===== src/design/scaled_cubic_bezier_point_macros.svh =====
// Assertion macros shared by the scaled cubic Bezier point design.
`ifndef SCALED_CUBIC_BEZIER_POINT_MACROS_SVH
`define SCALED_CUBIC_BEZIER_POINT_MACROS_SVH

`ifndef NO_ASSERTIONS
// same-cycle implication, disabled in reset
`define SCB_ASSERT_NOW(lbl, clk, rst, ante, cons, msg) \
  lbl: assert property (@(posedge clk) disable iff (rst) (ante) |-> (cons)) else $error(msg);
// next-cycle implication, disabled in reset
`define SCB_ASSERT_NEXT(lbl, clk, rst, ante, cons, msg) \
  lbl: assert property (@(posedge clk) disable iff (rst) (ante) |=> (cons)) else $error(msg);
`else
`define SCB_ASSERT_NOW(lbl, clk, rst, ante, cons, msg)
`define SCB_ASSERT_NEXT(lbl, clk, rst, ante, cons, msg)
`endif

`endif


===== src/design/scb_pkg.sv =====
// Shared types and constants of the scaled cubic Bezier point pipeline.
`default_nettype none

package scb_pkg;

  localparam int COORD_W    = 24;
  localparam int PARAM_FRAC = 16;
  localparam int T_W        = PARAM_FRAC + 1;
  localparam int SCALE_W    = 16;
  localparam int SCALE_FRAC = 12;
  // width of scaled handles and of every lerp result
  localparam int EXT_W      = COORD_W + SCALE_W - SCALE_FRAC + 2;
  localparam int NUM_STAGES = 9;
  localparam int APB_DATA_W = 32;
  localparam int PADDR_W    = 3;
  localparam int REG_IDX_W  = PADDR_W - 2;

  localparam logic [REG_IDX_W-1:0] REG_HANDLE_SCALE = REG_IDX_W'(0);

  localparam logic signed [SCALE_W-1:0] SCALE_RESET = SCALE_W'(4096);
  localparam logic [T_W-1:0] T_ONE = {1'b1, {PARAM_FRAC{1'b0}}};
  localparam logic signed [COORD_W-1:0] COORD_MAX = {1'b0, {(COORD_W-1){1'b1}}};
  localparam logic signed [COORD_W-1:0] COORD_MIN = {1'b1, {(COORD_W-1){1'b0}}};

  typedef struct packed {
    logic signed [COORD_W-1:0] start_pos;
    logic signed [COORD_W-1:0] start_handle;
    logic signed [COORD_W-1:0] end_handle;
    logic signed [COORD_W-1:0] end_pos;
    logic        [T_W-1:0]     param_t;
  } scb_in_t;

  typedef struct packed {
    logic signed [COORD_W-1:0] curve_coord;
    logic                      saturated;
  } scb_out_t;

endpackage

`default_nettype wire


===== src/design/scb_scale.sv =====
// Two-stage handle scaling: multiply handle offsets by the scale, then add back to points.
`default_nettype none

module scb_scale (
  input  wire logic                                    clk,
  input  wire logic                                    ld_mul,
  input  wire logic                                    ld_add,
  input  wire logic signed [scb_pkg::COORD_W-1:0]      start_pos,
  input  wire logic signed [scb_pkg::COORD_W-1:0]      start_handle,
  input  wire logic signed [scb_pkg::COORD_W-1:0]      end_handle,
  input  wire logic signed [scb_pkg::COORD_W-1:0]      end_pos,
  input  wire logic signed [scb_pkg::SCALE_W-1:0]      handle_scale,
  output logic signed [scb_pkg::EXT_W-1:0]             start_ctl,
  output logic signed [scb_pkg::EXT_W-1:0]             end_ctl,
  output logic signed [scb_pkg::EXT_W-1:0]             start_pt,
  output logic signed [scb_pkg::EXT_W-1:0]             end_pt
);
  import scb_pkg::*;

  localparam int PROD_W = COORD_W + 1 + SCALE_W;
  localparam int SH_W   = PROD_W - SCALE_FRAC;

  logic signed [COORD_W:0]      diff0;
  logic signed [COORD_W:0]      diff1;
  logic signed [PROD_W-1:0]     prod0;
  logic signed [PROD_W-1:0]     prod1;
  logic signed [COORD_W-1:0]    p0_q;
  logic signed [COORD_W-1:0]    p3_q;
  logic signed [SH_W-1:0]       sh0;
  logic signed [SH_W-1:0]       sh1;

  assign diff0 = $signed({start_handle[COORD_W-1], start_handle})
               - $signed({start_pos[COORD_W-1], start_pos});
  assign diff1 = $signed({end_handle[COORD_W-1], end_handle})
               - $signed({end_pos[COORD_W-1], end_pos});

  always_ff @(posedge clk) begin
    if (ld_mul) begin
      prod0 <= PROD_W'(diff0) * PROD_W'(handle_scale);
      prod1 <= PROD_W'(diff1) * PROD_W'(handle_scale);
      p0_q  <= start_pos;
      p3_q  <= end_pos;
    end
  end

  // arithmetic shift right by the scale fraction
  assign sh0 = $signed(prod0[PROD_W-1:SCALE_FRAC]);
  assign sh1 = $signed(prod1[PROD_W-1:SCALE_FRAC]);

  always_ff @(posedge clk) begin
    if (ld_add) begin
      start_ctl <= EXT_W'(p0_q) + EXT_W'(sh0);
      end_ctl   <= EXT_W'(p3_q) + EXT_W'(sh1);
      start_pt  <= EXT_W'(p0_q);
      end_pt    <= EXT_W'(p3_q);
    end
  end

endmodule

`default_nettype wire


===== config.mk =====
export PLATFORM = sky130hd
export DESIGN_NAME = scb_scale
export DESIGN_NICKNAME = d
export VERILOG_FILES = /design/src/design/scaled_cubic_bezier_point_macros.svh /design/src/design/scb_pkg.sv /design/src/design/scb_scale.sv
export SDC_FILE = /design/constraint.sdc
export NUM_CORES = 2
export LEC_CHECK = 0
export BUFFER_PORTS_ARGS = -buffer_cell sky130_fd_sc_hd__buf_2
export CAP_MARGIN = 20
export CORE_ASPECT_RATIO = 0.9
export CORE_UTILIZATION = 45
export DETAILED_ROUTE_END_ITERATION = 6
export PLACE_DENSITY = 0.73
export REMOVE_ABC_BUFFERS = 1
export SETUP_SLACK_MARGIN = 0.02
export SLEW_MARGIN = 20
export SYNTH_ARGS = -nofsm -noshare
export SYNTH_HDL_FRONTEND = slang
export SYNTH_SLANG_ARGS = --single-unit

===== constraint.sdc =====
create_clock -name clk -period 10.35 [get_ports clk]
set_input_delay 0.5175 -clock clk [delete_from_list [all_inputs] [get_ports clk]]
set_output_delay 0.5175 -clock clk [all_outputs]
set_load 0.02 [all_outputs]

Word level (Yosys, flattened, before mapping)
Cells that the tools add are included.

Register bits after elaboration: 238. Latch bits: 0. Memory bits (writable): 0. ROM bits: 0. Bits of input ports: 115. Output and inout bits: 120. Word-level logic and storage cells: 14. Memories: 0.

$add $sub $neg: 4. Multipliers: 2. Divide/modulo/power cells: 0. Magnitude comparators: 0. Equal/unequal tests: 0. Shift-type cells: 0. Multiplexer cells: 0. Bitwise logic cells: 0. Reduce and logical (&&, ||, !) cells: 0.

Operators by type and width (number): 25-bit by 16-bit multiplier with 41-bit output (2); 24-bit by 29-bit adder with 30-bit output (2); 24-bit by 24-bit subtractor with 25-bit output (2).

Logic depth before layout (Yosys ltp)
Word-level depth: 2. Mapped depth: 36. Depth with buffers taken out: 35.

Worst setup path after synthesis
No wires, ideal clock.

Kind: input to register. From: input end_handle[0] in the netlist's numbering. To: register prod1[39], data pin. Library setup time: 0.258 ns. Arrival time: 7.973 ns. Data required time: 10.092 ns. Slack: 2.119 ns. Cell stages on the path: 33. Buffers on the path: 1. Path through: inv_1 -> ha_1 -> inv_1 -> fa_1 -> a21oi_1 -> o211ai_1 -> a2111oi_0 -> or2_2 -> a31oi_1 -> o21a_1 -> nor2_1 -> xnor2_1 -> clkbuf_1 -> nand2_1 -> fa_1 -> fa_1 -> fa_1 -> inv_1 -> fa_1 -> fa_1 -> inv_1 -> fa_1 -> inv_1 -> ha_1 -> nand4_1 -> nor3b_1 -> o21ai_0 -> a211oi_1 -> o21ai_0 -> a31oi_1 -> a21o_1 -> a21oi_1 -> xnor2_1.

Longest elaborated chain between the ends: 2.

RTL lines: start: declaration (line scb_scale.sv:10) `input wire logic signed [scb_pkg::COORD_W-1:0] end_handle,`; 24-bit by 24-bit subtractor with 25-bit output (line scb_scale.sv:35) `- $signed({end_pos[COORD_W-1], end_pos});`; 25-bit by 16-bit multiplier with 41-bit output (line scb_scale.sv:40) `prod1 <= PROD_W'(diff1) * PROD_W'(handle_scale);`; end signal: assignment (line scb_scale.sv:40); end: declaration (line scb_scale.sv:26) `logic signed [PROD_W-1:0] prod1;`.

Every way passes these cells. A chain may end at the register's enable or synchronous reset.

Final worst setup path
Same ends and word-level chain as after synthesis.

==> flow_metrics.py <==
metrics = {
    "run_status": {
        "status": "completed",
    },
    "synthesis": {
        "synth-main-ff-cell": "edfxtp_1",
        "async_reset_ff_frac": 0,
        "synth_compound_area_frac": 0.0678,
        "yosys.area_share.xor_xnor": 0.0348,
        "synth-simple-area-share": 0.134,
        "yosysWarningCount": 0,
        "synth_edf_count": 214,
        "synthMuxAreaShare": 0.000759,
        "syn_area_per_cell_um2": 9.63,
        "syn_area_mm2": 0.0396,
        "synth_top_family_by_area": "adder cells",
        "syn_inst": 4106,
        "ys_seq_elements": 214,
        "yosysSeqAreaShare": 0.162,
        "ys_types": 74,
        "synth-adder-area-share": 0.489,
    },
    "routing": {
        "drt_iter0_markers": 1967,
        "remaining_drc_errors": 0,
        "wire_per_inst_um": 19.0,
        "num_vias": 28600,
        "drt_first_pass_iters": 5,
        "wl_mm": 103,
        "vias_per_cell": 5.27,
        "antenna_left": 0,
    },
    "timing": {
        "period_minus_slack_ns": 9.47,
        "drv_slew": 0,
        "fin_tns_setup_ns": 0,
        "worst_slack_ns": 0.878,
        "clock_skew_ns": 0.0268,
        "post-route-period-util": 0.915,
        "hold_viol": 0,
        "rsz0062_at_grt": "no",
        "whs_ns": 0.115,
        "worst_slew_pin_slew_ns": 1.13,
        "maxSlewHeadroom": 0.246,
        "finalSetupViolations": 0,
        "fmax_mhz": 106,
    },
    "global_route": {
        "grt_pass1_vias": 30600,
        "overflow": 0,
        "track_usage": 0.241,
        "grt_max_degree": 63,
        "antenna_found_initial": 7,
        "grt_pass1_wl_mm": 167,
    },
    "placed_design": {
        "placed_cell_area_mm2": 0.0420,
        "dp_slack_ns": 0.488,
        "io_buffers": 234,
        "place_hpwl_mm": 81.3,
        "place.gp.congestion": 0.952,
    },
    "worst_setup_path": {
        "cp-startpoint": "end_handle[0]",
        "worstSetupEndpoint": "prod1[39]",
        "timing.rr.start": "p0_q[18]",
        "crit_top_cell": "fa_1",
        "critPathMaxFanout": 16,
        "reg2reg_depth": 10,
        "arrival_ns": 9.79,
        "endpoint_kind": "register",
        "critPathSlowestCell": "a211oi_1",
        "crit_path_start_kind": "primary input",
        "crit_type": "in -> reg",
        "reg2reg_to": "start_ctl[29]",
        "slowest_delay_ns": 0.63,
        "rrSetupSlack_ns": 6.33,
        "crit_required_ns": 10.67,
    },
    "clock_network": {
        "cts.repair.resized": 0,
        "post_cts.repair.setup_buffers": 0,
        "root_buffer": "clkbuf_16",
        "cts_made_buffers": 27,
        "cts_tree": "yes",
        "clock_path_buffers": 3,
        "cts.sinks": 214,
        "cts.htree.levels": 1,
        "clk_pin_slew_worst_paths_ns": 0.07,
        "hold_buffers": 0,
        "clkLatencyLatePin_ns": 0.59,
    },
    "floorplanning": {
        "coreArea_mm2": 0.0865,
        "start_util": 0.457,
        "chipHeight_um": 283,
        "ios": 235,
        "fp.dieW_um": 315,
        "die_area_mm2": 0.0891,
        "row_count": 102,
    },
    "cells_and_area": {
        "drive_above_1_share": 0.0861,
        "layout_commonest_cell": "inv_1",
        "postLayoutCellArea_mm2": 0.0429,
        "layout_common_cells": "inv_1, fa_1, nand2_1, ha_1, and2_1",
        "area_growth_pct": 8.39,
        "nNetsFinal": 5460,
    },
    "run": {
        "cap_violations": 0,
    },
    "min_path": {
        "hp-class": "in -> reg",
    },
}
## layout make-up
| type | instances | area [um^2] |
|---|---|---|
| clock inverters | 19 | 110 |
| well taps | 1144 | 1430 |
| diodes | 3 | 7.51 |
| multi-input cells | 2732 | 28800 |
| flip-flops and latches | 214 | 6430 |
| inverters | 999 | 3750 |
| clock buffers | 29 | 683 |
| repair buffers | 293 | 1620 |
| fillers | 7901 | 43700 |
## cell usage after synthesis (8+ instances only)
library cell / number / share of area
nor3_1: 34 / 0.0043
a21oi_1: 109 / 0.014
edfxtp_1: 214 / 0.16
nand3_1: 40 / 0.0051
a211o_1: 8 / 0.0018
nor2b_1: 58 / 0.0092
ha_1: 300 / 0.095
inv_1: 998 / 0.095
xor2_1: 43 / 0.0095
nand4_1: 14 / 0.0022
o21a_1: 38 / 0.0072
a21o_1: 55 / 0.010
o211ai_1: 9 / 0.0017
o21ai_1: 10 / 0.0013
or2_2: 9 / 0.0014
and2_1: 256 / 0.040
o21bai_1: 15 / 0.0028
o21ai_0: 66 / 0.0084
buf_2: 11 / 0.0014
a211oi_1: 15 / 0.0028
nand2b_1: 25 / 0.0040
xnor2_1: 114 / 0.025
clkbuf_1: 136 / 0.013
nand2_1: 478 / 0.045
and3_1: 30 / 0.0047
a31oi_1: 18 / 0.0028
nor2_1: 111 / 0.011
nand3b_1: 8 / 0.0015
fa_1: 778 / 0.39
buf_4: 12 / 0.0023
## worst min path at each step
stage	start	to	slack (ns)	cells past startpoint
after global placement	p3_q[15]	end_pt[15]	0.45	0
final	start_pos[16]	p0_q[16]	0.12	1
after floorplan	p3_q[0]	end_pt[0]	0.43	0
after CTS	start_pos[14]	p0_q[14]	0.09	1
after global routing	start_pos[15]	p0_q[15]	0.11	1
after detailed placement	p3_q[15]	end_pt[15]	0.45	0
## critical path, delay by kind of cell
| kind | cells | cell delay [ns] |
|---|---|---|
| simple gates | 4 | 0.77 |
| xor+xnor | 1 | 0.12 |
| buf+inv | 7 | 0.38 |
| fa+ha+maj | 9 | 3.81 |
| compound gates | 13 | 4.18 |
## flip-flops by register name, summed over array words and instances, names as in the netlist
signal and flops:
end_ctl 30, end_pt 24, p0_q 24, p3_q 24
prod0 29, prod1 29, start_ctl 30, start_pt 24
## metal layers
layer,wire length (um),part of all wire,vias to the layer above,global-route usage
met3,8150,0.079,197,0.0344
met1,42100,0.41,14500,0.322
met2,50400,0.49,1083,0.407
li1,-,-,12800,-
met4,2790,0.027,2,0.0644
met5,13,0.00013,-,0
## stage by stage
step                utilization  instances
floorplan                     -       3945
global placement          0.486       5382
detailed placement        0.486       5382
CTS                       0.495       5430
global route              0.495       5433
finish                    0.495       5433
## cell families (layout without fill, tap and decap cells)
family / count (synthesis) / count (layout)
muxes: 3 / 3
adders and majority gates: 1078 / 1078
xor gates and xnor gates: 157 / 157
DFF: 214 / 214
AOI/OAI and AO/OA: 405 / 405
buffers and inverters: 1160 / 1340
and+or+nand+nor: 1089 / 1089
other: 0 / 3
Power is left out: the tool's default activity adds up to more than one toggle a clock period on the data nets, which glitch-free logic cannot reach.
