--- src/design/scaled_cubic_bezier_point_macros.svh ---
// Assertion macros shared by the scaled cubic Bezier point design.
`ifndef SCALED_CUBIC_BEZIER_POINT_MACROS_SVH
`define SCALED_CUBIC_BEZIER_POINT_MACROS_SVH

`ifndef NO_ASSERTIONS
// same-cycle implication, disabled in reset
`define SCB_ASSERT_NOW(lbl, clk, rst, ante, cons, msg) \
  lbl: assert property (@(posedge clk) disable iff (rst) (ante) |-> (cons)) else $error(msg);
// next-cycle implication, disabled in reset
`define SCB_ASSERT_NEXT(lbl, clk, rst, ante, cons, msg) \
  lbl: assert property (@(posedge clk) disable iff (rst) (ante) |=> (cons)) else $error(msg);
`else
`define SCB_ASSERT_NOW(lbl, clk, rst, ante, cons, msg)
`define SCB_ASSERT_NEXT(lbl, clk, rst, ante, cons, msg)
`endif

`endif

--- src/design/scb_pkg.sv ---
// Shared types and constants of the scaled cubic Bezier point pipeline.
`default_nettype none

package scb_pkg;

  localparam int COORD_W    = 24;
  localparam int PARAM_FRAC = 16;
  localparam int T_W        = PARAM_FRAC + 1;
  localparam int SCALE_W    = 16;
  localparam int SCALE_FRAC = 12;
  // width of scaled handles and of every lerp result
  localparam int EXT_W      = COORD_W + SCALE_W - SCALE_FRAC + 2;
  localparam int NUM_STAGES = 9;
  localparam int APB_DATA_W = 32;
  localparam int PADDR_W    = 3;
  localparam int REG_IDX_W  = PADDR_W - 2;

  localparam logic [REG_IDX_W-1:0] REG_HANDLE_SCALE = REG_IDX_W'(0);

  localparam logic signed [SCALE_W-1:0] SCALE_RESET = SCALE_W'(4096);
  localparam logic [T_W-1:0] T_ONE = {1'b1, {PARAM_FRAC{1'b0}}};
  localparam logic signed [COORD_W-1:0] COORD_MAX = {1'b0, {(COORD_W-1){1'b1}}};
  localparam logic signed [COORD_W-1:0] COORD_MIN = {1'b1, {(COORD_W-1){1'b0}}};

  typedef struct packed {
    logic signed [COORD_W-1:0] start_pos;
    logic signed [COORD_W-1:0] start_handle;
    logic signed [COORD_W-1:0] end_handle;
    logic signed [COORD_W-1:0] end_pos;
    logic        [T_W-1:0]     param_t;
  } scb_in_t;

  typedef struct packed {
    logic signed [COORD_W-1:0] curve_coord;
    logic                      saturated;
  } scb_out_t;

endpackage

`default_nettype wire

--- src/design/scb_sat.sv ---
// Output stage: clamp the wide result to the coordinate range and flag clamping.
`default_nettype none

module scb_sat (
  input  wire logic                           clk,
  input  wire logic                           ld,
  input  wire logic signed [scb_pkg::EXT_W-1:0] r,
  output scb_pkg::scb_out_t                   res
);
  import scb_pkg::*;

  logic [EXT_W-COORD_W:0] top_bits;
  logic                   in_range;

  assign top_bits = r[EXT_W-1:COORD_W-1];
  assign in_range = (&top_bits) || !(|top_bits);

  always_ff @(posedge clk) begin
    if (ld) begin
      res.curve_coord <= in_range ? r[COORD_W-1:0] : (r[EXT_W-1] ? COORD_MIN : COORD_MAX);
      res.saturated   <= !in_range;
    end
  end

endmodule

`default_nettype wire

--- config.mk ---
export PLATFORM = sky130hd
export DESIGN_NAME = scb_sat
export DESIGN_NICKNAME = d
export VERILOG_FILES = /design/src/design/scaled_cubic_bezier_point_macros.svh /design/src/design/scb_pkg.sv /design/src/design/scb_sat.sv
export SDC_FILE = /design/constraint.sdc
export NUM_CORES = 1
export LEC_CHECK = 0
export ABC_CLOCK_PERIOD_IN_PS = 3800
export BUFFER_PORTS_ARGS = -buffer_cell sky130_fd_sc_hd__buf_2
export CAP_MARGIN = 10
export CORE_MARGIN = 4
export CORE_UTILIZATION = 51
export CTS_CLUSTER_SIZE = 28
export DETAILED_ROUTE_END_ITERATION = 10
export PLACE_DENSITY = 0.84
export SYNTH_ARGS = -nofsm -noshare
export SYNTH_HDL_FRONTEND = slang
export SYNTH_SLANG_ARGS = --single-unit
--- constraint.sdc ---
create_clock -name clk -period 3.8 [get_ports clk]
set_input_delay 0.76 -clock clk [delete_from_list [all_inputs] [get_ports clk]]
set_output_delay 0.76 -clock clk [all_outputs]
set_load 0.005 [all_outputs]
Word-level counts from Yosys, hierarchy flattened
Index checks and enable logic that the tools add are counted.

word-level totals
  input bits = 32
  register bits after elaboration = 25
  output and inout bits = 25

operators by class
  muxes and demuxes = 2
  reduce and logical (&&, ||, !) cells = 5

operators by type and width
  cell                 count
  24-bit two-way mux   2
  7-bit AND reduction  1
  7-bit OR reduction   1
  1-bit logical NOT    2
  1-bit logical OR     1

Depth between registers and ports, before layout
Gate-level depths: netlist (run 1).

  depth in word-level cells = 4
  depth in mapped cells = 5
  gate-level depth less buffers = 3

Least setup slack after synthesis (run 1)
No wires, ideal clock.

  kind = input to register
  from = input r[26] (netlist bit)
  to = register res[10] (netlist bit) (data pin)
  data arrival time = 1.754 ns
  path slack = 1.782 ns
  stages on the path = 5
  library setup time = 0.264 ns
  cell sequence = or4_4 -> buf_6 -> buf_12 -> nor4_2 -> o2bb2ai_1

on the way
  word-level cells in the longest chain between the ends = 4
  elaborated cells between the ends (all ways) = 5

RTL lines
  item                  RTL line       text
  start: declaration    scb_sat.sv:7   input wire logic signed [scb_pkg::EXT_W-1:0] r,
  7-bit OR reduction    scb_sat.sv:16  assign in_range = (&top_bits) || !(|top_bits);
  1-bit logical NOT     scb_sat.sv:16
  1-bit logical OR *    scb_sat.sv:16
  24-bit two-way mux *  scb_sat.sv:20  res.curve_coord <= in_range ? r[COORD_W-1:0] : (r[EXT_W-1] ? COORD_MIN : COORD_MAX);
  end: declaration      scb_sat.sv:8   output scb_pkg::scb_out_t res

Mark *: on every way between the ends. The rest lies on a longest branch, timed or not.
A chain may end at the register's enable or synchronous reset.

Final worst setup path (run 1)
  from = input r[23] (netlist bit)
  to = register res[0] (netlist bit) (data pin)

on the way
  word-level cells in the longest chain between the ends = 4
  elaborated cells between the ends (all ways) = 5

RTL lines
  item                 RTL line       text
  7-bit OR reduction   scb_sat.sv:16
  1-bit logical NOT    scb_sat.sv:16
  1-bit logical OR *   scb_sat.sv:16
  1-bit logical NOT *  scb_sat.sv:21  res.saturated <= !in_range;

Marks and branches as above.

==> results.toml, run 1 <==
[sta]
finalSetupViolCount = 0
min_period_over_period_pct = 51.16
max_freq_mhz = 514.4
fin_tns_setup_ns = 0
final_max_slew_viol_count = 0
fin_crit_ns = 1.944
worst-slew-pin-transition_ns = 0.6341
holdWs_ns = 0.7232
rsz0062_at_grt = "no"
hold_viol = 0
relSlewSlack_pct = 57.73

[logic_synthesis]
ys_warn_count = 0
synth_cell_type_count = 14
synth_top_family_by_area = "simple AND/OR/NAND/NOR gates"
synth_compound_area_share_pct = 15.11
synth_xor_area_share_pct = 0
synth_top_area_share_pct = 54.95
synth_mux_area_share_pct = 0
synth_simple_gate_area_share_pct = 21.98
yosysSeqAreaShare_pct = 54.95
synth.avg_cell_area_um2 = 14.85
synth_cells = 92
syn-cell-area_mm2 = 0.001366
synthesis.nets = 124
synthTopCellsByArea = "edfxtp_1, nor4_2, o2bb2ai_1"
synth_adder_area_share_pct = 0
ys_ff_latch = 25
synth_top_area_cell = "edfxtp_1"

[status]
status = "completed"

[clocking]
cts_tree = "built"
cts_setup_buffers = 0
clkTransAtPathRegs_ns = 0.14
holdBufCountCts = 0
cts_max_level = 1
clock_path_buffers = 2
cts_buffers = 3
cts.sinks = 25
clockRootBuffer = "clkbuf_4"
cts_resized = 0

[drt]
drc_errors = 0
drt_iter0_markers = 39
drt_wl_total_mm = 2.903
final_antenna_net_count = 0
via_per_inst = 6.149
dr.pass1.iters = 4
vias = 1033
wl_per_cell_um = 17.28

[pwr]
irDropWorstVdd_v = 0.0002079
comb_power_share_pct = 14.9
power.share.clock_pct = 22.8
power_density_mw_per_mm2 = 331.5
pwr-share-seq_pct = 62.3
p_leak_nw = 0.5383
p_switching_mw = 0.1355
switching_share_pct = 25.38
internal_power_mw = 0.3984

[critical_path]
cp-start-kind = "primary input"
end_kind = "flip-flop"
cp-startpoint = "r[23]"
cp_cell_sequence = "buf_2 > nand2_1 > nor2_1 > buf_4 > a21oi_1"
crit_path_top_delay_cell = "buf_2"
critPathMaxFanout = 25
critPathCapture = "res[0]$_DFFE_PP_"
required_ns = 3.88
max_stage_delay_ns = 0.50
crit_arrival_ns = 2.02
worstSetupPathType = "in -> reg"

[die]
die_x_um = 59.76
die_h_um = 59.76
io-pin-count = 57
start_util_pct = 54.17
die-area_mm2 = 0.003571
coreArea_mm2 = 0.002522
num_rows = 18

[min_path]
hp-class = "in -> reg"

[final_layout]
largest_reg_flops = 25
top_regs = "res: 25 flops"
instances_no_fill = 168
top_register = "res"
final_cell_mix = "buf_2, edfxtp_1, o2bb2ai_1, nor4_2, nor4_1"
nNetsFinal = 171
layout_commonest_cell = "buf_2"
layout-drive-gt1-share_pct = 59.42
area_growth_pct = 17.86
n_antenna_cell = 0

[placed_design]
gp_congestion = 0.6215
portBuffers = 56
dp_cells = 164
place_hpwl_mm = 1.987

[grt]
track_usage_pct = 16.58
antenna_found_initial = 0
grt_max_degree = 27
grt_pass1_vias = 930
grt-ovfl-total = 0
grt_pass1_wl_mm = 4.450

[run]
maxCapViolations = 0
## metrics by stage
stage	power, mW	instance area, um2	utilization (%)	setup WS [ns]
floorplan	0.3740	1366	-	1.782
global placement	0.4156	1583	62.75	1.575
detailed placement	0.4197	1583	62.75	1.485
CTS	0.5360	1610	63.84	1.860
global route	0.5560	1610	63.84	1.754
finish	0.5339	1610	63.84	1.856
## Yosys cell counts
library cell / instances
edfxtp_1: 25
a21oi_1: 1
clkbuf_1: 6
nor4_2: 20
nor2_1: 1
buf_6: 1
buf_12: 2
buf_2: 4
nor4_1: 4
buf_4: 2
nand2_1: 1
or4_4: 1
o2bb2ai_1: 23
nand4_1: 1
## worst max-delay path: cells and delay by family
| family | cells | cell delay (ns) |
|---|---|---|
| and+or+nand+nor | 2 | 0.36 |
| buffers and inverters | 2 | 0.80 |
| AOI/OAI and AO/OA | 1 | 0.10 |
## logic make-up after synthesis
kind of cell	after synthesis
simple gates	28
compound gates	24
flops	25
buf+inv	15
## power by group through the flow
stage / sequential, mW / clock (mW) / combinational (mW)
6_report: 0.333 / 0.122 / 0.0796
5_1_grt: 0.335 / 0.134 / 0.0873
4_1_cts: 0.333 / 0.122 / 0.0804
3_5_place_dp: 0.339 / 0 / 0.0805
3_3_place_gp: 0.338 / 0 / 0.0773
2_1_floorplan: 0.343 / 0 / 0.0310
## per-layer routing
| metal | track usage, % | vias up | share of wire [%] |
|---|---|---|---|
| met2 | 29.01 | 46 | 53 |
| met4 | 7.595 | 0 | 1.7 |
| met1 | 19.78 | 495 | 38 |
| li1 | - | 487 | - |
| met5 | 0 | - | 0 |
| met3 | 2.592 | 5 | 7.4 |
## final cells by class
| type | instances | area [um2] |
|---|---|---|
| clock buffers | 3 | 22.52 |
| clock inverters | 1 | 5.005 |
| fillers | 213 | 912.1 |
| multi-input cells | 52 | 506.7 |
| flip-flops and latches | 25 | 750.7 |
| well taps | 30 | 37.54 |
| repair buffers | 57 | 287.8 |
## worst min-delay path by stage
| stage | start | end | slack (ns) | cells past startpoint |
|---|---|---|---|---|
| CTS | r[2] | res[3]$_DFFE_PP_ | 0.72 | 2 |
| global route | r[2] | res[3]$_DFFE_PP_ | 0.71 | 2 |
| detailed placement | r[2] | res[3]$_DFFE_PP_ | 1.06 | 2 |
| finish | r[2] | res[3]$_DFFE_PP_ | 0.72 | 2 |
| global placement | r[22] | res[23]$_DFFE_PP_ | 1.06 | 2 |
| floorplan | ld | res[0]$_DFFE_PP_ | 0.87 | 0 |
Power figures use the tool's default switching activity.
==> run 2, diff against run 1 <==
--- a/config.mk
+++ b/config.mk
@@ -5,14 +5,14 @@
 export SDC_FILE = /design/constraint.sdc
 export NUM_CORES = 1
 export LEC_CHECK = 0
-export ABC_CLOCK_PERIOD_IN_PS = 3800
+export ABC_CLOCK_PERIOD_IN_PS = 1600
 export BUFFER_PORTS_ARGS = -buffer_cell sky130_fd_sc_hd__buf_2
 export CAP_MARGIN = 10
 export CORE_MARGIN = 4
-export CORE_UTILIZATION = 51
+export CORE_UTILIZATION = 43
 export CTS_CLUSTER_SIZE = 28
 export DETAILED_ROUTE_END_ITERATION = 10
-export PLACE_DENSITY = 0.84
+export PLACE_DENSITY = 0.76
 export SYNTH_ARGS = -nofsm -noshare
 export SYNTH_HDL_FRONTEND = slang
 export SYNTH_SLANG_ARGS = --single-unit
==> constraint.sdc (replaced) <==
create_clock -name clk -period 1.6 [get_ports clk]
set_input_delay 0.32 -clock clk [delete_from_list [all_inputs] [get_ports clk]]
set_output_delay 0.32 -clock clk [all_outputs]
set_load 0.005 [all_outputs]
==> run 2 against run 1 <==
Total power increased by 140%. Clock-buffer cell count up 1. Core utilization fell by 8.3 points. Via count decreased by 1.6%. Final cell count is 11% higher. First-iteration DRC count down 46%. Hold slack worse by 0.41 ns. Largest cell class unchanged. Sequential power is 140% higher. Sequential share of layout area is 2.3 points lower. Global-route usage down 1.5 points.
==> results.toml, run 2 (same netlist as run 1, synthesis figures left out) <==
[pwr]
irDropWorstVdd_v = 0.0003017
power_density_mw_per_mm2 = 744.3
p_leak_nw = 0.5708

[final_layout]
nNetsFinal = 175
top_register = "res"
area_growth_pct = 23.99
top_regs = "res: 25 flops"
largest_reg_flops = 25
n_antenna_cell = 0
final_cell_mix = "buf_2, edfxtp_1, o2bb2ai_1, nor4_2, nor4_1"
layout-drive-gt1-share_pct = 59.86
nFillCells = 275
layout_commonest_cell = "buf_2"
multi_input_area_um2 = 506.7
instances_no_fill = 186
seq_area_um2 = 750.7

[drt]
drt_iter0_markers = 21
via_per_inst = 5.462
final_antenna_net_count = 0
wl_per_cell_um = 15.34
drc_errors = 0
dr.pass1.iters = 4
vias = 1016
drt_wl_total_mm = 2.854

[sta]
worst-slew-pin-transition_ns = 0.5252
final_max_slew_viol_count = 0
min_period_over_period_pct = 86.76
fin_crit_ns = 1.388
relSlewSlack_pct = 64.98
fin_tns_setup_ns = 0
holdWs_ns = 0.3122
finalSetupViolCount = 0
hold_viol = 0
max_freq_mhz = 720.4
rsz0062_at_grt = "no"

[die]
die-area_mm2 = 0.004144
coreArea_mm2 = 0.003053
start_util_pct = 44.75
die_h_um = 64.37
io-pin-count = 57
die_x_um = 64.37
num_rows = 20

[placed_design]
dp_cells = 182
place_hpwl_mm = 2.095
portBuffers = 56
gp_congestion = 0.6872

[critical_path]
crit_arrival_ns = 1.45
critPathMaxFanout = 10
cp-start-kind = "primary input"
crit_path_top_delay_cell = "or4_4"
cp_cell_sequence = "buf_2 > or4_4 > buf_12 > nor4_2 > o2bb2ai_1"
cp_num_buf_inv = 2
worstSetupPathType = "in -> reg"
critical_path.top_delay_family = "simple AND/OR/NAND/NOR gates"
max_stage_delay_ns = 0.59
required_ns = 1.66
end_kind = "flip-flop"

[clocking]
clkTransAtPathRegs_ns = 0.13
cts_setup_buffers = 0
cts_max_level = 1
clockRootBuffer = "clkbuf_4"
cts_buffers = 3
holdBufCountCts = 0
cts_tree = "built"
cts_resized = 0
cts.sinks = 25
clock_path_buffers = 2

[grt]
grt_pass1_wl_mm = 4.912
grt_max_degree = 27
antenna_found_initial = 0
grt_pass1_vias = 1092
track_usage_pct = 15.05
grt-ovfl-total = 0

[run]
maxCapViolations = 0

[min_path]
hp-class = "in -> reg"

[status]
status = "completed"
-- run 2: cell types whose count changed in the layout (fill, tap and decap cells not counted), sizes merged --
| cell | delta |
|---|---|
| buf | +4 |
| clkbuf | +1 |
| clkinv | -1 |
-- run 2: where the power goes --
| part | total (mW) | internal [mW] | switching, mW | leakage [nW] |
|---|---|---|---|---|
| clock | 0.268 | 0.0971 | 0.171 | 0.0150 |
| combinational | 0.204 | 0.0857 | 0.118 | 0.311 |
| sequential | 0.789 | 0.778 | 0.0107 | 0.245 |
-- run 2: path summary, 6_finish.rpt --
path / start / to / depth (start not counted)
hold / removal: r[3] / res[4]$_DFFE_PP_ / 2
setup / recovery: r[26] / res[13]$_DFFE_PP_ / 5
-- run 2: per-stage QoR --
step / setup WS [ns] / utilization, % / instance area [um2] / power, mW
detailed placement: -0.1353 / 54.63 / 1668 / 1.011
finish: 0.2119 / 55.49 / 1694 / 1.261
CTS: 0.2050 / 55.49 / 1694 / 1.273
global route: 0.1579 / 55.49 / 1694 / 1.333
floorplan: 0.02215 / - / 1366 / 0.8882
global placement: -0.09935 / 54.63 / 1668 / 1.001
-- run 2: metal layers --
| metal | vias to the layer above | global-route usage, % | part of all wire, % |
|---|---|---|---|
| met5 | - | 0 | 0 |
| met4 | 0 | 6.332 | 1.0 |
| met3 | 2 | 1.230 | 3.8 |
| met2 | 29 | 30.28 | 58 |
| met1 | 497 | 15.53 | 37 |
| li1 | 488 | - | - |
-- run 2: final cells by class --
type,count,share of cell area [%]
Tap cell,44,3.250
Sequential cell,25,44.31
Multi-Input combinational cell,52,29.91
Timing Repair Buffer,61,20.97
Clock buffer,4,1.551
==> run 3, diff against run 2 <==
--- a/config.mk
+++ b/config.mk
@@ -6,13 +6,14 @@
 export NUM_CORES = 1
 export LEC_CHECK = 0
 export ABC_CLOCK_PERIOD_IN_PS = 1600
-export BUFFER_PORTS_ARGS = -buffer_cell sky130_fd_sc_hd__buf_2
+export BUFFER_PORTS_ARGS = -buffer_cell sky130_fd_sc_hd__clkbuf_2
 export CAP_MARGIN = 10
 export CORE_MARGIN = 4
 export CORE_UTILIZATION = 43
 export CTS_CLUSTER_SIZE = 28
 export DETAILED_ROUTE_END_ITERATION = 10
 export PLACE_DENSITY = 0.76
+export SLEW_MARGIN = 20
 export SYNTH_ARGS = -nofsm -noshare
 export SYNTH_HDL_FRONTEND = slang
 export SYNTH_SLANG_ARGS = --single-unit
==> run 3 against run 2 <==
Combinational power barely moved. Cell area fell by 0.22%. Setup slack improved by 0.015 ns. Final cell count rose by 0.54%. Clock-buffer cell count fell by 1. Via count rose by 0.79%.
==> results.toml, run 3 (same netlist as run 1, synthesis figures left out) <==
[status]
status = "completed"

[drt]
drt_iter0_markers = 6
drc_errors = 0
vias = 1024
dr.pass1.iters = 4
via_per_inst = 5.476
drt_wl_total_mm = 2.905
wl_per_cell_um = 15.53
final_antenna_net_count = 0

[clocking]
cts.sinks = 25
holdBufCountCts = 0
clkTransAtPathRegs_ns = 0.14
cts_setup_buffers = 0
cts_tree = "built"
clockRootBuffer = "clkbuf_4"
cts_resized = 0
cts_buffers = 3
clock_path_buffers = 2
cts_max_level = 1

[sta]
max_freq_mhz = 728.4
holdWs_ns = 0.3027
fin_crit_ns = 1.373
worst-slew-pin-transition_ns = 0.5950
min_period_over_period_pct = 85.81
hold_viol = 0
relSlewSlack_pct = 60.33
finalSetupViolCount = 0
final_max_slew_viol_count = 0
rsz0062_at_grt = "no"

[die]
start_util_pct = 44.75
die_x_um = 64.37
die_h_um = 64.37
io-pin-count = 57
num_rows = 20
die-area_mm2 = 0.004144
coreArea_mm2 = 0.003053

[final_layout]
largest_reg_flops = 25
area_growth_pct = 23.72
layout-drive-gt1-share_pct = 60.84
nFillCells = 281
n_antenna_cell = 0
final_cell_mix = "clkbuf_2, edfxtp_1, o2bb2ai_1, nor4_2"
fin_util_pct = 55.37
instances_no_fill = 187
layout_commonest_cell = "clkbuf_2"
top_regs = "res: 25 flops"
nNetsFinal = 176
top_register = "res"

[grt]
grt-ovfl-total = 0
grt_pass1_vias = 1049
grt_max_degree = 26
track_usage_pct = 14.99
grt_pass1_wl_mm = 4.892
antenna_found_initial = 0

[pwr]
irDropWorstVdd_v = 0.0002633
p_leak_nw = 0.5860
power_density_mw_per_mm2 = 754.4

[critical_path]
end_kind = "flip-flop"
required_ns = 1.69
cp-start-kind = "primary input"
worstSetupPathType = "in -> reg"
crit_arrival_ns = 1.46
critPathMaxFanout = 10

[min_path]
hp-class = "in -> reg"

[placed_design]
place_hpwl_mm = 2.198
gp_congestion = 0.6913
dp_cells = 183
portBuffers = 56

[run]
maxCapViolations = 0
==> run 3: changes by cell type in the layout (fill, tap and decap cells not counted) <==
cell,delta
clkbuf_1,-1
clkinv_2,+1
buf_12,-1
clkbuf_2,+56
buf_4,+2
buf_2,-56
==> run 3: final timing paths <==
check	from	end	slack, ns	cells past startpoint
worst max-delay path	r[26]	res[10]$_DFFE_PP_	0.23	5
worst min-delay path	r[5]	res[6]$_DFFE_PP_	0.30	2
==> run 3: layout make-up <==
cell class	count	area [um2]	area share (%)
clock inverter	1	5.005	0.2961
multi-input combinational	52	506.7	29.98
clock buffer	3	22.52	1.332
timing repair buffer	62	350.3	20.73
sequential	25	750.7	44.41
tap	44	55.05	3.257
==> run 3: where the power goes <==
| part | internal (mW) | switching (mW) | total, mW |
|---|---|---|---|
| Clock | 0.0935 | 0.189 | 0.282 |
| Sequential | 0.779 | 0.0136 | 0.792 |
| Combinational | 0.0834 | 0.117 | 0.201 |
==> run 3: stage by stage <==
step / total power, mW / TNS, ns / cell area, um2 / worst slack [ns]
2_1_floorplan: 0.8882 / 0 / 1366 / 0.02215
3_3_place_gp: 1.001 / -1.167 / 1663 / -0.07320
3_5_place_dp: 1.012 / -1.877 / 1663 / -0.1206
4_1_cts: 1.281 / 0 / 1690 / 0.2326
5_1_grt: 1.332 / 0 / 1690 / 0.1518
6_report: 1.275 / 0 / 1690 / 0.2271
==> run 3: metal layers <==
metal  global-route usage, %  up-vias  part of all wire [%]
met5                       0        -                     0
met4                   7.916        0                   1.8
met3                   1.406        4                   5.2
met2                   27.96       33                    57
met1                   16.59      496                    36
li1                        -      491                     -
==> run 3: worst max-delay path, stage by stage <==
cell	delay (ns)
clkbuf_2	0.09
or4_4	0.60
buf_12	0.18
nor4_2	0.15
o2bb2ai_1	0.11
