`src/design/scaled_cubic_bezier_point_macros.svh`:
```
// Assertion macros shared by the scaled cubic Bezier point design.
`ifndef SCALED_CUBIC_BEZIER_POINT_MACROS_SVH
`define SCALED_CUBIC_BEZIER_POINT_MACROS_SVH

`ifndef NO_ASSERTIONS
// same-cycle implication, disabled in reset
`define SCB_ASSERT_NOW(lbl, clk, rst, ante, cons, msg) \
  lbl: assert property (@(posedge clk) disable iff (rst) (ante) |-> (cons)) else $error(msg);
// next-cycle implication, disabled in reset
`define SCB_ASSERT_NEXT(lbl, clk, rst, ante, cons, msg) \
  lbl: assert property (@(posedge clk) disable iff (rst) (ante) |=> (cons)) else $error(msg);
`else
`define SCB_ASSERT_NOW(lbl, clk, rst, ante, cons, msg)
`define SCB_ASSERT_NEXT(lbl, clk, rst, ante, cons, msg)
`endif

`endif

```
`src/design/scb_lerp.sv`:
```
// Two-stage lerp a + floor((b - a) * t / 2^FRAC_W): multiply stage, then add stage.
`default_nettype none

module scb_lerp #(
  parameter int DATA_W = 30,
  parameter int FRAC_W = 16
) (
  input  wire logic                     clk,
  input  wire logic                     ld_mul,
  input  wire logic                     ld_add,
  input  wire logic signed [DATA_W-1:0] a,
  input  wire logic signed [DATA_W-1:0] b,
  input  wire logic        [FRAC_W:0]   t,
  output logic signed [DATA_W-1:0]      y
);

  localparam int PW = DATA_W + FRAC_W + 3;

  logic signed [DATA_W:0]   diff;
  logic signed [FRAC_W+1:0] t_s;
  logic signed [PW-1:0]     prod;
  logic signed [DATA_W-1:0] a_q;
  logic signed [DATA_W:0]   sh;
  logic signed [DATA_W:0]   sum;

  assign diff = $signed({b[DATA_W-1], b}) - $signed({a[DATA_W-1], a});
  assign t_s  = $signed({1'b0, t});

  always_ff @(posedge clk) begin
    if (ld_mul) begin
      prod <= PW'(diff) * PW'(t_s);
      a_q  <= a;
    end
  end

  // 0 <= t <= 1, so the scaled step and the sum stay in range of the endpoints
  assign sh  = $signed(prod[DATA_W+FRAC_W:FRAC_W]);
  assign sum = $signed({a_q[DATA_W-1], a_q}) + sh;

  always_ff @(posedge clk) begin
    if (ld_add) begin
      y <= sum[DATA_W-1:0];
    end
  end

endmodule

`default_nettype wire

```
`config.mk`:
```
export PLATFORM = sky130hd
export DESIGN_NAME = scb_lerp
export DESIGN_NICKNAME = d
export VERILOG_FILES = /design/src/design/scaled_cubic_bezier_point_macros.svh /design/src/design/scb_lerp.sv
export SDC_FILE = /design/constraint.sdc
export NUM_CORES = 1
export LEC_CHECK = 0
export BUFFER_PORTS_ARGS = -buffer_cell sky130_fd_sc_hd__buf_2
export CAP_MARGIN = 15
export CORE_MARGIN = 2
export CORE_UTILIZATION = 45
export CTS_BUF_LIST = sky130_fd_sc_hd__clkbuf_8
export CTS_CLUSTER_SIZE = 16
export DETAILED_ROUTE_END_ITERATION = 6
export SLEW_MARGIN = 10
export SYNTH_ARGS = -nofsm -noshare
export SYNTH_HDL_FRONTEND = slang
export SYNTH_SLANG_ARGS = --single-unit
```
`constraint.sdc`:
```
create_clock -name clk -period 9.6 [get_ports clk]
set_input_delay 1.44 -clock clk [delete_from_list [all_inputs] [get_ports clk]]
set_output_delay 1.44 -clock clk [all_outputs]
set_load 0.01 [all_outputs]
```
* Word level (Yosys, flattened, before mapping) *
Index checks and enable logic that the tools add are counted.

cells by class
  $add $sub $neg = 2
  multiply operators = 1

operator list
  cell                          number
  multiplier 31 x 18 -> 46 bit  1
  subtractor 30 x 30 -> 31 bit  1
  adder 30 bit                  1

storage, ports and cells
  output and inout bits = 30
  input port bits = 80
  register bits = 106
  logic and storage cells = 6

* Logic depth before layout (Yosys ltp) *
Gate-level depths: netlist of the first run.

  word-level depth = 2
  gate-level depth with buffers = 37
  depth with buffers taken out = 36

* Worst setup path after synthesis of the first run *
OpenSTA, ideal clock, no wires.

  path type = input to register
  start point = input b[0]
  end point = register prod[43], data pin
  setup time = 0.258 ns
  buffers on the path = 1
  required time = 9.342 ns
  arrival time = 9.178 ns
  path slack = 0.164 ns
  stages on the path = 35
  cells stage by stage = inv_1 > ha_1 > inv_1 > fa_1 > a211o_1 > o211ai_1 > a21oi_1 > and2_1 > o21ai_0 > nand2b_1 > a21o_1 > a21oi_1 > xnor2_1 > clkbuf_1 > nand2_1 > fa_1 > fa_1 > fa_1 > inv_1 > fa_1 > inv_1 > fa_1 > inv_1 > fa_1 > ha_1 > a21oi_1 > o21ai_1 > or3_1 > inv_1 > a211oi_1 > o21a_1 > o211a_1 > a311o_1 > a31oi_1 > xnor2_1

on the way
  cells in the longest elaborated chain, start to end = 2

RTL lines
  item                          RTL line        RTL
  start: declaration            scb_lerp.sv:12  input wire logic signed [DATA_W-1:0] b,
  subtractor 30 x 30 -> 31 bit  scb_lerp.sv:26  assign diff = $signed({b[DATA_W-1], b}) - $signed({a[DATA_W-1], a});
  multiplier 31 x 18 -> 46 bit  scb_lerp.sv:31  prod <= PW'(diff) * PW'(t_s);
  end signal: assignment        scb_lerp.sv:31
  end: declaration              scb_lerp.sv:21  logic signed [PW-1:0] prod;

No other way between the ends.
A chain may end at the register's enable or synchronous reset.

* Worst setup path after layout of the first run *
  start point = input b[0]
  end point = register prod[45], data pin

Same word-level chain as after synthesis.

==> summary by stage, run 1 <==
STA
Setup repair after global routing could not meet its margin everywhere. Measured against its own limit, the worst slew margin works out to 42.54%. Setup violations remaining at the end of the flow were counted as 0. Between clock sinks in the finished design, the worst skew comes to around 0.014 ns. The post-route worst setup slack is ~0.30 ns. The number of failing hold endpoints at the final stage is 0. The transition time at the pin with the least slew margin is 0.8590 ns. The final cycle utilization of the critical path is 96.86%. The fmax is around 110 MHz. The number of max-slew violations in the final report is 0.

The minimum clock period is about 9.3 ns.

Global routing
The met1 usage is a little under a third. Entering global routing, the biggest net connects 61 pins. The most used routing layer in global routing is met2. The via count of the first global-routing pass came to around 19,000. The met3 track demand over resource is between 3 and 4%. Global routing consumed, over all layers together, between 20% and 30% of the routing resources. The initial antenna violation count came to 2.

The met2 track demand over resource in global routing is roughly 40%. The global route total overflow is 0. The global-route wire length before repair is 96,290 um.

Yosys
The number of nets handed over by synthesis was about 3,200. The area of the mapped netlist is 22,870 um^2. Counting flops with an async set or reset pin after synthesis yields a share of 0%.

The number of synthesized register bits is 90. Sorting the synthesized cells by how often they occur yields sky130_fd_sc_hd__inv_1 (614), sky130_fd_sc_hd__fa_1 (486), sky130_fd_sc_hd__nand2_1 (289). By area the synthesized netlist is led by sky130_fd_sc_hd__fa_1 (43%), sky130_fd_sc_hd__edfxtp_1 (12%), sky130_fd_sc_hd__inv_1 (10%). A synthesized cell averages between 9 and 10 um^2.

The number of distinct standard cells referenced by the synthesized netlist is between 50 and 60. The most common cell in the synthesized netlist is sky130_fd_sc_hd__inv_1. For this run, the leading register cell type out of synthesis is sky130_fd_sc_hd__edfxtp_1.

The sequential cell area fraction in the yosys report is approximately an eighth. After synthesis, the largest area contributor takes up 42.53% of total cell area. Counting every instance in the synthesized netlist gives 2,436.

Summed over all instances, the cell type with the most area after synthesis is sky130_fd_sc_hd__fa_1. Yosys printed 0 warnings. Yosys mapped a number of flops with a built-in enable equal to 90.

Floorplan
The number of I/O pins is between 100 and 150. The floorplan die area is between 50,000 and 60,000 um^2. The die is ~230 um tall. The row count is 82. After floorplanning, the core was sized to cover roughly 50,000 um^2. The floorplan die width is about 230 um. Once the floorplan was initialized, standard cells occupied a little under half of the core.

Worst hold path
The end point of the most critical hold path is y[0]$_DFFE_PP_. Counting instances, the worst hold path has a depth of 1. In this run the most critical hold path is launched from prod[16]$_DFFE_PP_. The worst min-delay path category is reg -> reg.

CTS
The count of hold buffers inserted by post-cts repair is 0. At the later pin of the worst-skew pair, clock insertion delay measures 0.39 ns. After clock tree synthesis, the clock-pin slew on the worst setup and hold paths is around 0.10 ns. For this design, the sink count on the clock tree is 90. Buffers inserted during clock tree synthesis total 9.

The cell sitting at the root of the clock tree is a sky130_fd_sc_hd__clkbuf_8. The CTS tree is done. In this run the deepest clock path goes through 2 buffers. The H-tree generated during clock tree synthesis spans 3 levels.

Placed design
The last weighted congestion value of the routability-driven placer is just under 0.9. After detailed placement, the design holds a cell count of 3,357. OpenSTA, run right after detailed placement, puts the worst setup slack at -0.5086 ns. The number of port buffers is around 110. Once detailed placement completed, the half-perimeter wirelength came to a little under 50,000 um.

Finish
Relative to the synthesized area, the layout overhead comes to 14.35%. The number of standard cells in the final layout excluding fillers is 3,381. Of the cells placed in the final design, the portion with a size suffix greater than 1 is 14.70%. At the end of the flow, the number of nets in the layout was approximately 3,400.

Setup path
STA classifies the critical path startpoint as an input port. The worst reg-to-reg path cell count is 11. In this run the critical register-to-register path is captured at y[29]$_DFFE_PP_. By startpoint and endpoint, the worst setup path is classified as in -> reg. The worst register-to-register path begins at prod[17]$_DFFE_PP_.

The stage delay of the slowest cell on the critical path is about 0.53 ns. The slowest stage cell on the critical path is sky130_fd_sc_hd__fa_1. The data required time of the critical path is ~10 ns. The largest fanout of any net on the critical path is 15. The category of the worst setup path capture point is a flop. In this run the register-to-register setup slack is 6.09 ns.

At the worst endpoint, the arrival time is ~9.4 ns.

Detailed routing
Summed over all layers, the routed wires come to between 50,000 and 60,000 um. The number of DRC markers after the initial detailed-route iteration is roughly 860. The mean number of vias per cell is between 4 and 5.

Dividing the detail-routed wire length by the instance count gives roughly 17 um. The via count of the routed design is 16,840. The number of DRC violations after detailed routing is 0. The pre-antenna-repair detailed-routing pass consisted of 5 iterations. Once detail routing completed, the nets flagged for antenna violations numbered 0.

Job
The max-cap violation count is 0.

Status
The run finished with clean final reports.
[flip-flops by register name, summed over array words and instances, names as in the netlist]
signal	cells
a_q	30
prod	30
y	30
[cells in the final DEF, fill, tap and decap left out, drive strengths merged, types with 2 or more instances in the layout]
master / netlist / layout
a2111oi: 4 / 4
a211o: 5 / 5
a211oi: 8 / 8
a21boi: 3 / 3
a21o: 46 / 46
a21oi: 68 / 68
a311o: 2 / 2
a31o: 3 / 3
a31oi: 6 / 6
and2: 234 / 234
and3: 15 / 15
and3b: 2 / 2
buf: 9 / 340
clkbuf: 77 / 11
clkinv: 0 / 3
edfxtp: 90 / 90
fa: 486 / 486
ha: 165 / 165
inv: 614 / 618
nand2: 289 / 289
nand2b: 14 / 14
nand3: 19 / 19
nand4: 9 / 9
nor2: 51 / 51
nor2b: 19 / 19
nor3: 17 / 17
o211a: 3 / 3
o211ai: 8 / 8
o21a: 15 / 15
o21ai: 37 / 37
o21bai: 7 / 7
o311ai: 3 / 3
or3: 5 / 5
xnor2: 61 / 61
xor2: 27 / 27
[per-stage QoR]
stage	util [%]	instance area, um^2	hold WS [ns]	TNS [ns]
2_1_floorplan	-	22870	0.5128	0
3_3_place_gp	51.24	25710	0.5404	-3.538
3_5_place_dp	51.24	25710	0.5699	-4.378
4_1_cts	51.63	25900	0.5928	0
5_1_grt	52.13	26160	0.6149	-0.02715
6_report	52.13	26160	0.5866	0
[worst max-delay path, delay by kind of cell]
kind                       cells  cell delay (ns)
and+or+nand+nor                1             0.18
adders and majority gates      9             3.82
AOI/OAI and AO/OA             15             2.60
xor gates and xnor gates       2             0.45
buffers and inverters         10             0.91
[worst max path at each step]
stage	from	endpoint	slack, ns	cells after the start
2_1_floorplan	b[0]	prod[43]$_DFFE_PP_	0.16	35
3_3_place_gp	a[0]	prod[40]$_DFFE_PP_	-0.50	36
3_5_place_dp	a[0]	prod[40]$_DFFE_PP_	-0.51	37
4_1_cts	b[0]	prod[43]$_DFFE_PP_	0.0005	38
5_1_grt	b[0]	prod[45]$_DFFE_PP_	-0.03	39
6_report	b[0]	prod[45]$_DFFE_PP_	0.30	37
[logic make-up (layout without fill, tap and decap cells)]
logic type      count (synthesis)  after routing  synth area share, %
simple gates                  677            677                14.66
flops                          90             90                11.81
mux                             1              1              0.04376
compound gates                228            228                6.816
xor+xnor                       89             89                3.534
buf+inv                       700            972                11.57
fa+ha+maj                     651            651                51.56
other cells                     0              1                    0
[routing by layer]
metal  part of all wire, %  up-vias
li1                      -     7825
met1                    45     8568
met2                    49      394
met3                   5.0       48
met4                   1.3        2
met5                 0.022        -
[area by class of cell]
| class | instances | area, um^2 |
|---|---|---|
| timing repair buffer | 342 | 2412 |
| multi-input combinational | 1646 | 17710 |
| fill | 4624 | 24010 |
| inverter | 614 | 2305 |
| sequential | 90 | 2703 |
| tap | 672 | 840.8 |
| antenna | 1 | 2.502 |
| clock buffer | 9 | 123.9 |
| clock inverter | 7 | 61.31 |
[repair_timing]
item                                    in CTS  in global routing
pin swaps                                    0                 18
gates cloned                                 0                  2
resized for setup                            3                 40
buffers inserted                             0                  4
endpoints found under the setup margin       5                 19
Power of run 1 is not shown: default switching activity piles up to over one toggle a cycle in this logic, so the estimate is an artifact.
==> inputs of run 2 (changes only) <==
--- a/config.mk
+++ b/config.mk
@@ -12,6 +12,7 @@
 export CTS_BUF_LIST = sky130_fd_sc_hd__clkbuf_8
 export CTS_CLUSTER_SIZE = 16
 export DETAILED_ROUTE_END_ITERATION = 6
+export RECOVER_POWER = 50
 export SLEW_MARGIN = 10
 export SYNTH_ARGS = -nofsm -noshare
 export SYNTH_HDL_FRONTEND = slang
==> run 2 against run 1 <==
The run now ends with capacitance limit, slew limit left. Via count increased by 0.12%. Die area unchanged. Hold slack improved by 0.0032 ns. Setup slack improved by 0.00051 ns. Core utilization decreased by 0.072 points.
==> summary by stage, run 2 (synthesis gave the netlist of run 1 again) <==
Global routing
The global-route wire length before repair is 96,290 um (unchanged). The via count of the first global-routing pass is 18,730 (unchanged). The global route total overflow is 0 (unchanged). The initial antenna violation count was 2 (unchanged). The maximum number of pins on one net before global-route repair is 61 (unchanged). The combined global-route utilization of all metal layers was 22.97% (unchanged).

Finish
The fraction of layout cells with a size suffix above 1 is 13.70% (-1.0 points). The number of standard cells in the final layout excluding fillers is 3,381 (unchanged). The largest registers in the layout are a_q x30, prod x30, y x30.

The filler cell count in the final layout is 4,640 (+0.35%). Leaving out fill and tap cells, the most frequent cells in the layout are sky130_fd_sc_hd__inv_1 (613), sky130_fd_sc_hd__fa_1 (482), sky130_fd_sc_hd__nand2_1 (289). The final layout net count is 3,434 (unchanged). The library cell used most frequently in the layout, excluding fill and tap cells, is sky130_fd_sc_hd__inv_1. Compared with the post-synthesis result, the final layout area differs by 14.19%. The final core utilization came to 52.06% (-0.072 points).

CTS
The count of hold buffers inserted by post-cts repair was 0 (unchanged). The clock-pin slew of the registers on the worst-case setup and hold paths is 0.10 ns (about the same). The clock latency on the worst-skew pair is 0.39 ns (about the same).

TritonCTS built the clock tree. The clock net sink count is 90 (unchanged). The clock tree root buffer cell is sky130_fd_sc_hd__clkbuf_8.

The maximum clock insertion buffer count is 2 (unchanged). The clock buffer count from CTS was 9 (unchanged). The H-tree depth is 3 (unchanged).

Detailed routing
The detailed-route wire length is 57,790 um (about the same). The average wire length per cell after detail routing was 17.09 um (about the same). The via count of the routed design is 16,860 (+0.12%). The number of DRC markers after the initial detailed-route iteration came to 864 (+0.82%). The number of nets with antenna violations after detailed routing is 0 (unchanged).

The first-pass iteration count of the detailed router is 5 (unchanged). The mean number of vias per cell is 4.986 (+0.12%). The number of DRC violations after detailed routing is 0 (unchanged).

STA
The setup clock skew after layout is 0.01326 ns (-0.0008605 ns). The remaining max-slew budget at the tightest pin is -114.6% (-160 points). The number of failing hold endpoints at the final stage is 0 (unchanged). The minimum clock period is 9.298 ns (-0.0005130 ns). Setup repair after global routing could not meet its margin everywhere. The fmax came to 107.5 MHz (about the same). The final hold slack is 0.5898 ns (+0.003211 ns). The final number of setup-violating endpoints is 0 (unchanged). The number of max-slew violations in the final report came to 92 (+92).

The final cycle utilization of the critical path is 96.86% (about the same). The transition time at the pin with the least slew margin was 3.219 ns (+2.360 ns).

Floorplan
The row count is 82 (unchanged). The vertical die dimension is 229.5 um (unchanged). The number of I/O pins is 110 (unchanged). The floorplan die area was 52,650 um^2 (unchanged).

The standard cell core area is 50,170 um^2 (unchanged). The floorplan die width is 229.5 um (unchanged). The effective utilization at floorplan is 45.59% (unchanged).

Setup path
The worst endpoint data arrival time is 9.43 ns (about the same). STA classifies the critical path startpoint as an input port. The kind of critical path is in -> reg.

STA classifies the critical path endpoint as a flop. The largest fanout of any net on the critical path is 15 (unchanged). The register-to-register setup slack is 6.08 ns (about the same). The stage delay of the slowest cell on the critical path came to 0.53 ns (about the same). The slowest stage cell on the critical path is sky130_fd_sc_hd__fa_1. The data required time of the critical path was 9.74 ns (about the same).

The dominant delay contributor by cell family on the critical path is adder cells. The number of buffer and inverter stages on the critical path is 10 (unchanged).

Placed design
The number of port buffers is 109 (unchanged). The sum of net half-perimeters after detailed placement is 49,250 um (unchanged). The last weighted congestion value of the routability-driven placer is 0.8818 (unchanged). The count of placed standard cells including taps is 3,357 (unchanged).

Job
The max-cap violation count is 2 (+2).

Status
The run finished, with violations left. The final reports fail on capacitance limit, slew limit.

Worst hold path
The path class of the tightest hold or removal check is reg -> reg.
[run 2: area by class of cell]
cell class / count / area, um^2 / area share, %
flip-flops and latches: 90 / 2703 / 10.35
clock inverters: 7 / 61.31 / 0.2347
well taps: 672 / 840.8 / 3.219
clock buffers: 9 / 123.9 / 0.4742
repair buffers: 342 / 2376 / 9.097
multi-input cells: 1646 / 17710 / 67.80
diodes: 1 / 2.502 / 0.009580
inverters: 614 / 2305 / 8.824
[run 2: worst reg2reg max path, cell delays in order, from the launching register on]
cell and delay (ns):
sky130_fd_sc_hd__edfxtp_1 0.41, sky130_fd_sc_hd__ha_1 0.31, sky130_fd_sc_hd__a21o_1 0.19, sky130_fd_sc_hd__a21oi_1 0.29
sky130_fd_sc_hd__o211ai_1 0.17, sky130_fd_sc_hd__a21oi_1 0.36, sky130_fd_sc_hd__a2111oi_0 0.25, sky130_fd_sc_hd__o311ai_1 0.53
sky130_fd_sc_hd__o211ai_1 0.24, sky130_fd_sc_hd__a31o_2 0.28, sky130_fd_sc_hd__a21oi_1 0.17, sky130_fd_sc_hd__xnor2_1 0.08
[run 2: timing repair]
| item | in CTS | in global routing |
|---|---|---|
| setup buffers | 0 | 4 |
| pin swaps | 0 | 18 |
| cloned | 0 | 2 |
| resized for setup | 3 | 40 |
| setup endpoints to repair | 5 | 19 |
[run 2: metrics by stage]
stage / setup TNS [ns] / area [um^2] / worst slack (ns)
2_1_floorplan: 0 / 22870 / 0.1636
3_3_place_gp: -3.538 / 25710 / -0.4997
3_5_place_dp: -4.378 / 25710 / -0.5086
4_1_cts: 0 / 25900 / 0.0005418
5_1_grt: -0.02715 / 26120 / -0.02715
6_report: 0 / 26120 / 0.3018
[run 2: per-layer routing]
metal	up-vias	part of all wire, %	global-route usage [%]
li1	7822	-	-
met1	8547	45	31.21
met2	436	49	39.52
met3	50	5.4	3.100
met4	2	1.3	4.424
met5	-	0.022	0
[run 2: final timing paths]
path / startpoint / endpoint / cells past startpoint
hold / removal: prod[16]$_DFFE_PP_ / y[0]$_DFFE_PP_ / 1
setup / recovery: b[0] / prod[45]$_DFFE_PP_ / 37
hold reg to reg: prod[16]$_DFFE_PP_ / y[0]$_DFFE_PP_ / 1
setup reg to reg: prod[17]$_DFFE_PP_ / y[29]$_DFFE_PP_ / 11
Power of run 2 is left out for the same reason.
==> inputs of run 3 (changes only) <==
--- a/config.mk
+++ b/config.mk
@@ -8,10 +8,11 @@
 export BUFFER_PORTS_ARGS = -buffer_cell sky130_fd_sc_hd__buf_2
 export CAP_MARGIN = 15
 export CORE_MARGIN = 2
-export CORE_UTILIZATION = 45
+export CORE_UTILIZATION = 46
 export CTS_BUF_LIST = sky130_fd_sc_hd__clkbuf_8
 export CTS_CLUSTER_SIZE = 16
 export DETAILED_ROUTE_END_ITERATION = 6
+export PLACE_DENSITY = 0.65
 export RECOVER_POWER = 50
 export SLEW_MARGIN = 10
 export SYNTH_ARGS = -nofsm -noshare
==> run 3 against run 2 <==
The run still ends with capacitance limit, slew limit left. Non-clock buffer count shrank 20. Count of clock-buffer cells in the layout is the same. Hold slack lost 0.028 ns. Sequential share of layout area grew 0.065 points. Clock skew grew 0.0040 ns. Routed wire length shrank 2.4%. Cell count shrank 0.83%. Via count grew 0.20%.
==> summary by stage, run 3 (synthesis gave the netlist of run 1 again) <==
Detailed routing
The detailed-route wire length is 56,390 um (-2.4%). The first-pass iteration count of the detailed router is 7 (+2). The number of nets with antenna violations after detailed routing was 0 (unchanged). The via count of the routed design is 16,890 (+0.20%). The number of DRC violations after detailed routing is 0 (unchanged). The mean number of vias per cell is 5.038 (+1.0%). The average wire length per cell after detail routing is 16.82 um (-1.6%). The number of DRC markers after the initial detailed-route iteration was 1,027 (+19%).

STA
The number of max-slew violations in the final report was 92 (unchanged). The post-route worst setup slack came to 0.2285 ns (-0.07334 ns). The final number of setup-violating endpoints was 0 (unchanged).

The number of failing hold endpoints at the final stage is 0 (unchanged). The final cycle utilization of the critical path came to 97.62% (+0.76 points). The transition time at the pin with the least slew margin is 3.208 ns (-0.01073 ns). The setup clock skew after layout came to 0.01725 ns (+0.003996 ns). The minimum clock period is 9.372 ns (+0.07334 ns). The remaining max-slew budget at the tightest pin was -113.9% (+0.71 points).

The fmax came to 106.7 MHz (-0.78%). The final hold slack is 0.5619 ns (-0.02790 ns).

Global routing
The via count of the first global-routing pass is 18,780 (+0.28%). The global-route wire length before repair is 94,120 um (-2.3%). The combined global-route utilization of all metal layers is 23.30% (+0.33 points). The global route total overflow is 0 (unchanged). The maximum number of pins on one net before global-route repair is 61 (unchanged).

The initial antenna violation count is 2 (unchanged).

Setup path
The largest fanout of any net on the critical path is 5 (-10). The worst setup path is launched from an input port. The stage delay of the slowest cell on the critical path is 0.55 ns (+0.02 ns). The data required time of the critical path is 9.76 ns (+0.02 ns). The dominant cell type by count on the critical path is sky130_fd_sc_hd__fa_1. The critical path is of the in -> reg type. The worst endpoint data arrival time is 9.54 ns (+0.11 ns). The category of the worst setup path capture point is a flop. The slowest stage of the critical path belongs to the cell sky130_fd_sc_hd__fa_1.

Floorplan
The floorplan die width is 227.0 um (-1.1%). The floorplan die area is 51,530 um^2 (-2.1%). The row count is 81 (-1.2%). The effective utilization at floorplan is 46.63% (+1.0 points). The vertical die dimension was 227.0 um (-1.1%).

The number of I/O pins is 110 (unchanged). The standard cell core area is 49,050 um^2 (-2.2%).

Finish
The largest registers in the layout are a_q x30, prod x30, y x30. The library cell used most frequently in the layout, excluding fill and tap cells, is sky130_fd_sc_hd__inv_1. The final layout net count was 3,414 (-0.58%). The signed area change from the synthesized netlist to the final layout is 13.48%. The total non-filler cell area in the finished layout is 25,960 um^2 (-0.62%). The fraction of layout cells with a size suffix above 1 is 13.28% (-0.42 points). In the layout the commonest cells are sky130_fd_sc_hd__inv_1 (613), sky130_fd_sc_hd__fa_1 (483), sky130_fd_sc_hd__nand2_1 (289).

Placed design
The sum of net half-perimeters after detailed placement is 47,990 um (-2.6%). The worst setup slack before clock tree synthesis is -0.6423 ns (-0.1337 ns). The last weighted congestion value of the routability-driven placer is 0.8839 (+0.24%). The number of port buffers is 109 (unchanged).

The placed cell area was 25,610 um^2 (-0.38%).

CTS
The clock buffer count from CTS is 9 (unchanged). The tree is rooted in a sky130_fd_sc_hd__clkbuf_8. The clock latency on the worst-skew pair is 0.41 ns (+0.02 ns).

The CTS tree is done. The H-tree depth is 3 (unchanged). The clock net sink count is 90 (unchanged).

The clock-pin slew of the registers on the worst-case setup and hold paths was 0.11 ns (about the same). The maximum clock insertion buffer count came to 2 (unchanged).

Job
The max-cap violation count is 2 (unchanged).

Worst hold path
The tightest min-delay check is of the reg -> reg type.

Status
The run finished, with violations left. The final reports fail on capacitance limit, slew limit.
-- run 3: changes by cell type in the layout (fill, tap and decap cells not counted), sizes merged --
cell / change
clkinv: -2
clkinvlp: +1
inv: +1
buf: -17
clkbuf: -3
-- run 3: worst max-delay path, delay by kind of cell --
kind	cells	cell delay, ns
adder cells (fa/ha/maj)	8	3.56
AO/OA/AOI/OAI	13	2.73
buffers and inverters	9	0.91
AND/OR/NAND/NOR	4	0.88
-- run 3: final timing paths --
path | start | end | slack (ns) | cells after the start
worst min-delay path | a_q[0]$_DFFE_PP_ | y[0]$_DFFE_PP_ | 0.56 | 1
worst min register to register | a_q[0]$_DFFE_PP_ | y[0]$_DFFE_PP_ | 0.56 | 1
worst max-delay path | a[1] | prod[40]$_DFFE_PP_ | 0.23 | 34
worst max register to register | prod[17]$_DFFE_PP_ | y[29]$_DFFE_PP_ | 5.93 | 11
-- run 3: area by class of cell --
cell class                 count  area, um^2
fill                        4460       23090
multi-input combinational   1646       17700
sequential                    90        2703
inverter                     614        2305
timing repair buffer         322        2228
tap                          664       830.8
clock buffer                   9       123.9
clock inverter                 7       65.06
antenna                        1       2.502
-- run 3: metrics by stage --
step | TNS [ns] | instances | util (%)
global placement | -4.602 | 3333 | 52.21
global route | -0.02807 | 3352 | 52.91
finish | 0 | 3353 | 52.92
floorplan | 0 | 2436 | -
detailed placement | -6.437 | 3333 | 52.21
CTS | 0 | 3349 | 52.64
-- run 3: routing by layer --
metal	global-route usage, %	vias to the layer above	part of all wire, %
met2	39.78	433	49
met1	31.43	8580	44
met3	2.697	100	4.9
met4	6.873	4	2.6
li1	-	7774	-
met5	0	-	0.039
-- run 3: timing repair --
item,in CTS,in global routing
pin swaps,4,22
hold buffers,0,0
buffers inserted,0,3
gates resized for setup,5,35
setup endpoints to repair,7,18
Power of run 3 is left out for the same reason.
